[src/design/pltd_pkg.sv]
// Package for the point-light to directional converter.
// Holds field widths, the pipeline word type and the stage count.
`default_nettype none
package pltd_pkg;
  localparam int PosW   = 24;
  localparam int DiffW  = 25;
  localparam int AbsW   = 24;
  localparam int DistW  = 16;
  localparam int RadW   = 16;
  localparam int ColW   = 15;
  localparam int DirW   = 14;
  localparam int FracW  = 12;
  localparam int QuoW   = 17;
  localparam int DistFullW = 26;
  localparam int DivSteps = 17;
  localparam int DefaultStages = DivSteps;

  typedef struct packed {
    logic                    live;
    logic                    ok;
    logic signed [DistW:0]   dx;
    logic signed [DistW:0]   dy;
    logic signed [DistW:0]   dz;
    logic [DistW-1:0]        distance;
    logic [RadW-1:0]         radius;
    logic [ColW-1:0]         red;
    logic [ColW-1:0]         green;
    logic [ColW-1:0]         blue;
    logic [DistW+FracW:0]    rx;
    logic [DistW+FracW:0]    ry;
    logic [DistW+FracW:0]    rz;
    logic [DistW+FracW:0]    rf;
    logic [QuoW-1:0]         qx;
    logic [QuoW-1:0]         qy;
    logic [QuoW-1:0]         qz;
    logic [QuoW-1:0]         qf;
  } pltd_word_t;
endpackage
`default_nettype wire

[src/design/pltd_cell.sv]
// One restoring-division cell: retires one quotient bit of four divisions.
// Depends on pltd_pkg for the pipeline word type.
`default_nettype none
module pltd_cell
  import pltd_pkg::*;
#(
  parameter int Bit = 0
) (
  input  wire        clk,
  input  wire        rst,
  input  wire        advance,
  input  pltd_word_t word_in,
  output pltd_word_t word_out
);
  localparam int RW = DistW + FracW + 1;
  pltd_word_t w;

  function automatic logic [RW+QuoW-1:0] div_step(
      input logic [RW-1:0] rem, input logic [QuoW-1:0] q,
      input logic [DistW-1:0] dv, input logic [QuoW-1:0] num);
    logic [RW-1:0] t;
    logic [RW-1:0] sub;
    t = {rem[RW-2:0], num[Bit]};
    sub = RW'(dv);
    div_step = (t >= sub) ? {t - sub, q | (QuoW'(1) << Bit)} : {t, q};
  endfunction

  // The numerator's low bits are fed here; its high bits seed the remainder at the head.
  always_comb begin
    w = word_in;
    {w.rx, w.qx} = div_step(word_in.rx, word_in.qx, word_in.distance,
                            QuoW'(word_in.dx < 0 ? -word_in.dx : word_in.dx) << FracW);
    {w.ry, w.qy} = div_step(word_in.ry, word_in.qy, word_in.distance,
                            QuoW'(word_in.dy < 0 ? -word_in.dy : word_in.dy) << FracW);
    {w.rz, w.qz} = div_step(word_in.rz, word_in.qz, word_in.distance,
                            QuoW'(word_in.dz < 0 ? -word_in.dz : word_in.dz) << FracW);
    {w.rf, w.qf} = div_step(word_in.rf, word_in.qf, word_in.radius,
                            QuoW'(word_in.radius - word_in.distance) << FracW);
  end

  always_ff @(posedge clk) begin
    if (rst) begin
      word_out.live <= 1'b0;
    end else if (advance) begin
      word_out <= w;
    end
  end
endmodule
`default_nettype wire

[config.mk]
export PLATFORM = sky130hd
export DESIGN_NAME = pltd_cell
export DESIGN_NICKNAME = d
export VERILOG_FILES = /design/src/design/pltd_pkg.sv /design/src/design/pltd_cell.sv
export SDC_FILE = /design/constraint.sdc
export NUM_CORES = 1
export LEC_CHECK = 0
export BUFFER_PORTS_ARGS = -buffer_cell sky130_fd_sc_hd__buf_4
export CAP_MARGIN = 20
export CORE_AREA = 2 2 244 246
export CTS_CLUSTER_DIAMETER = 120
export DETAILED_ROUTE_END_ITERATION = 8
export DIE_AREA = 0 0 246 248
export SYNTH_ARGS = -nofsm -noshare
export SYNTH_HDL_FRONTEND = slang
export SYNTH_SLANG_ARGS = --single-unit
[constraint.sdc]
create_clock -name clk -period 16.1 [get_ports clk]
set_input_delay 0.805 -clock clk [delete_from_list [all_inputs] [get_ports clk]]
set_output_delay 0.805 -clock clk [all_outputs]
set_load 0.005 [all_outputs]
# Word-level counts from Yosys, hierarchy flattened
# Cells that the tools add are included.
# totals
out_inout_bits	314
ff_bits	314
elab_cells	40
input_bits	317
# classes
reduce_logical	1
bitwise_logic	1
addsub	4
magnitude_cmp	4
mux	4
# ops
cell	n
$mux 46	4
$ge 29x16->1	4
$sub 29x16->29	4
$reduce_and 2->1	1
$not 1->1	1

# Longest topological paths before layout
# logic_depth
word_depth	2
mapped_depth	12
ltp_nobuf	11

# Worst setup path before layout
# Ideal clock, no wire load.
# synth_timing
path_type	input-to-reg
from	input port rst
to	register word_out[0] (netlist bit) (enable)
slack_ps	429
path_stages	1
n_path_buf	0
setup_time_ps	1036
arrival_ps	14635
t_required_ps	15064
path_cell_list	nor2b_1
# synth_between
elab_chain_cells	2
# synth_lines
element	line	source
from (decl)	pltd_cell.sv:10	input wire rst,
$not 1->1 (no source line)	n/a	
$reduce_and 2->1 (no source line)	n/a	
to (signal assigned)	pltd_cell.sv:45	word_out <= w;
to (decl)	pltd_cell.sv:13	output pltd_word_t word_out
# Every way passes these cells.
# A chain may end at the register's enable or synchronous reset.

# Worst setup path in the final report
# layout_timing
from	input port rst
to	register word_out[123] (netlist bit) (enable)
# The elaborated chain is that of the path after synthesis.

==> results.cfg <==
[worst_setup_path]
critical_path_class = in2reg
endpoint_kind = flip-flop
cp.arrival_ns = 4.05
required_time_of_the_critical_path_ns = 16.28
setup.worst_path.start_class = primary input
crit_path_max_fanout = 77

[yosys]
yosys-mux-area-fraction = 0.00532
synthXorXnorAreaFrac = 0.0595
synth_compound_area_frac = 0.0951
synthesis.area_sq_um = 14600
yosys-top-cells-area = sky130_fd_sc_hd__edfxtp_1, sky130_fd_sc_hd__ha_1, sky130_fd_sc_hd__xor2_1
yosys_warnings = 0
synth_seq_area_share = 0.647
syn_inst = 1090
synthDominantAreaCellType = sky130_fd_sc_hd__edfxtp_1
synth_area_per_cell_sq_um = 13.4
synth_top_cell_area_share = 0.645
synth-main-ff-cell = sky130_fd_sc_hd__edfxtp_1
synth_top_cells_by_count = sky130_fd_sc_hd__edfxtp_1, sky130_fd_sc_hd__nand2_1, sky130_fd_sc_hd__o21ai_0
post_synth_num_cell_types = 69
postSynthRegisterBits = 314
synth.net_count = 1475
synth_simple_gate_area_share = 0.113
synth_enable_flop_cells = 313
synthMostInstantiatedCell = sky130_fd_sc_hd__edfxtp_1
yosys.area_share.adder = 0.0605
postSynth.asyncResetShare = 0
synth_top_family_by_area = simple AND/OR/NAND/NOR gates

[cts]
cts_hold_repair.buffers = 0
cts_resized = 0
cts_tree = yes
cts_setup_buffers = 0
clock-root-buffer = sky130_fd_sc_hd__clkbuf_16
worst_skew_pair.late_latency_ns = 0.56
tritoncts_num_sinks = 314
clk_pin_slew_worst_paths_ns = 0.06
cts-root-to-sink-buffers = 3
numCtsBuffers = 40
cts_h_tree_depth = 2

[power]
power_per_cell_area_nw_per_um2 = 108
leakage_nw = 8.82
power.total_mw = 2.34
ir_drop_uv = 79.5

[floorplan]
io-pin-count = 631
fp.dieArea_sq_um = 61000
core.rowCount = 89
die_y_um = 248
die_w_um = 246
core-area_sq_um = 58500
initial_utilization = 0.249

[final_layout]
layout.filler_cells = 5686
largest_register_ffs = 314
area_growth_syn_to_layout_pct = 48.4
nets = 2128
largest_registers = word_out x314
final_design_area_no_fill_sq_um = 21600
drive_above_1_share = 0.412
largest_register = word_out
final_core_util = 0.370
finish.cell_count_without_fillers = 2550

[grt]
grtUsageTotal = 0.165
wire_length_of_the_first_global_routing_pass_mm = 73.8
grt_overflow = 0
grt_start_max_net_pins = 78
vias_in_the_first_global_route = 11400
grt_antenna_before_repair = 10

[sta]
tns_ns = 0
final.setup.worst_slack_ns = 12.23
slew_headroom = 0.330
final_max_slew_viol_count = 0
timing.final.crit_share = 0.240
setup_repair_after_global_routing_missed_its_margin = false
fin_hold_viols = 0
hold-worst-slack_ns = 0.408
max_freq_ghz = 0.258
timing.clock.skew_ns = 0
timing.final.crit_period_ns = 3.87
setup_viol = 0
worstMarginPinSlew_ns = 1.01

[detailed_routing]
post-route-drc-count = 0
detail_route.wl_per_cell_um = 21.1
drt-pass1-iter-count = 5
route.final.wire_length_mm = 53.9
detailedRoute.firstIterationViolations = 584
via_count = 11500
post_drt_via_cell_ratio = 4.52
ant_nets = 0

[job]
max_cap_viol_count = 0

[place]
numPortBuffers = 626
post_dp_cell_area_sq_um = 20200
dp_slack_ns = 11.63
hpwlAfterDp_mm = 43.1
placed_cells = 2474
gp_congestion = 0.878

[run_status]
status = completed

[min_path]
path_type_of_the_worst_min_delay_path = in2reg
path summary, 6_finish.rpt:
check	startpoint	end	slack [ns]	cells past startpoint
worst max-delay path	rst	word_out[123]	12.23	5
worst min-delay path	word_in[299]	word_out[299]	0.41	1
worst max register to register	word_out[313]	word_out[313]	15.50	2
worst min register to register	word_out[313]	word_out[313]	0.54	2
placed cells by master, fill, tap and decap left out, types with 4 or more instances in the layout:
cell type / instances
sky130_fd_sc_hd__a211oi_1: 10
sky130_fd_sc_hd__a21o_1: 10
sky130_fd_sc_hd__a21oi_1: 52
sky130_fd_sc_hd__a31oi_1: 6
sky130_fd_sc_hd__and2_1: 7
sky130_fd_sc_hd__and3_1: 6
sky130_fd_sc_hd__buf_4: 633
sky130_fd_sc_hd__bufinv_16: 6
sky130_fd_sc_hd__clkbuf_16: 41
sky130_fd_sc_hd__clkbuf_8: 4
sky130_fd_sc_hd__clkinv_2: 8
sky130_fd_sc_hd__diode_2: 4
sky130_fd_sc_hd__edfxtp_1: 313
sky130_fd_sc_hd__fa_1: 4
sky130_fd_sc_hd__ha_1: 64
sky130_fd_sc_hd__inv_1: 51
sky130_fd_sc_hd__mux2_2: 6
sky130_fd_sc_hd__nand2_1: 91
sky130_fd_sc_hd__nand2b_1: 13
sky130_fd_sc_hd__nand3_1: 29
sky130_fd_sc_hd__nand4_1: 5
sky130_fd_sc_hd__nor2_1: 52
sky130_fd_sc_hd__nor2b_1: 16
sky130_fd_sc_hd__nor3_1: 36
sky130_fd_sc_hd__nor4_1: 21
sky130_fd_sc_hd__o211ai_1: 4
sky130_fd_sc_hd__o21a_1: 11
sky130_fd_sc_hd__o21ai_0: 73
sky130_fd_sc_hd__o31a_1: 4
sky130_fd_sc_hd__o31ai_1: 4
sky130_fd_sc_hd__or2_2: 5
sky130_fd_sc_hd__or3_1: 6
sky130_fd_sc_hd__or3_4: 4
sky130_fd_sc_hd__or4_1: 6
sky130_fd_sc_hd__xnor2_1: 45
sky130_fd_sc_hd__xor2_1: 54
layer usage:
layer | share of wire | track usage
met3 | 0.096 | 0.0671
met2 | 0.49 | 0.275
met1 | 0.37 | 0.183
met4 | 0.044 | 0.0772
met5 | 0.0015 | 0
where the power goes:
| group | switching, mW | internal, mW | total [mW] |
|---|---|---|---|
| registers | 0.0189 | 0.978 | 0.997 |
| logic | 0.189 | 0.189 | 0.377 |
| clock network | 0.375 | 0.587 | 0.962 |
critical path, stage by stage:
cell and delay, ns:
sky130_fd_sc_hd__buf_4 0.13, sky130_fd_sc_hd__nor2b_4 0.74, sky130_fd_sc_hd__buf_4 0.57, sky130_fd_sc_hd__buf_4 0.84, sky130_fd_sc_hd__buf_4 0.78
cell families after synthesis:
group / count (synthesis)
compound gates: 213
simple gates: 316
xor+xnor: 99
buf+inv: 73
mux: 7
flops: 314
fa+ha+maj: 68
layout make-up:
class	instances	area [sq um]	share of cell area
Antenna cell	4	10.0	0.000463
Timing Repair Buffer	633	4750	0.220
Sequential cell	314	9420	0.436
Inverter	51	191	0.00886
Clock buffer	48	1090	0.0505
Tap cell	773	967	0.0447
Multi-Input combinational cell	703	4860	0.225
Clock inverter	24	320	0.0148
Power figures use the tool's default switching activity.
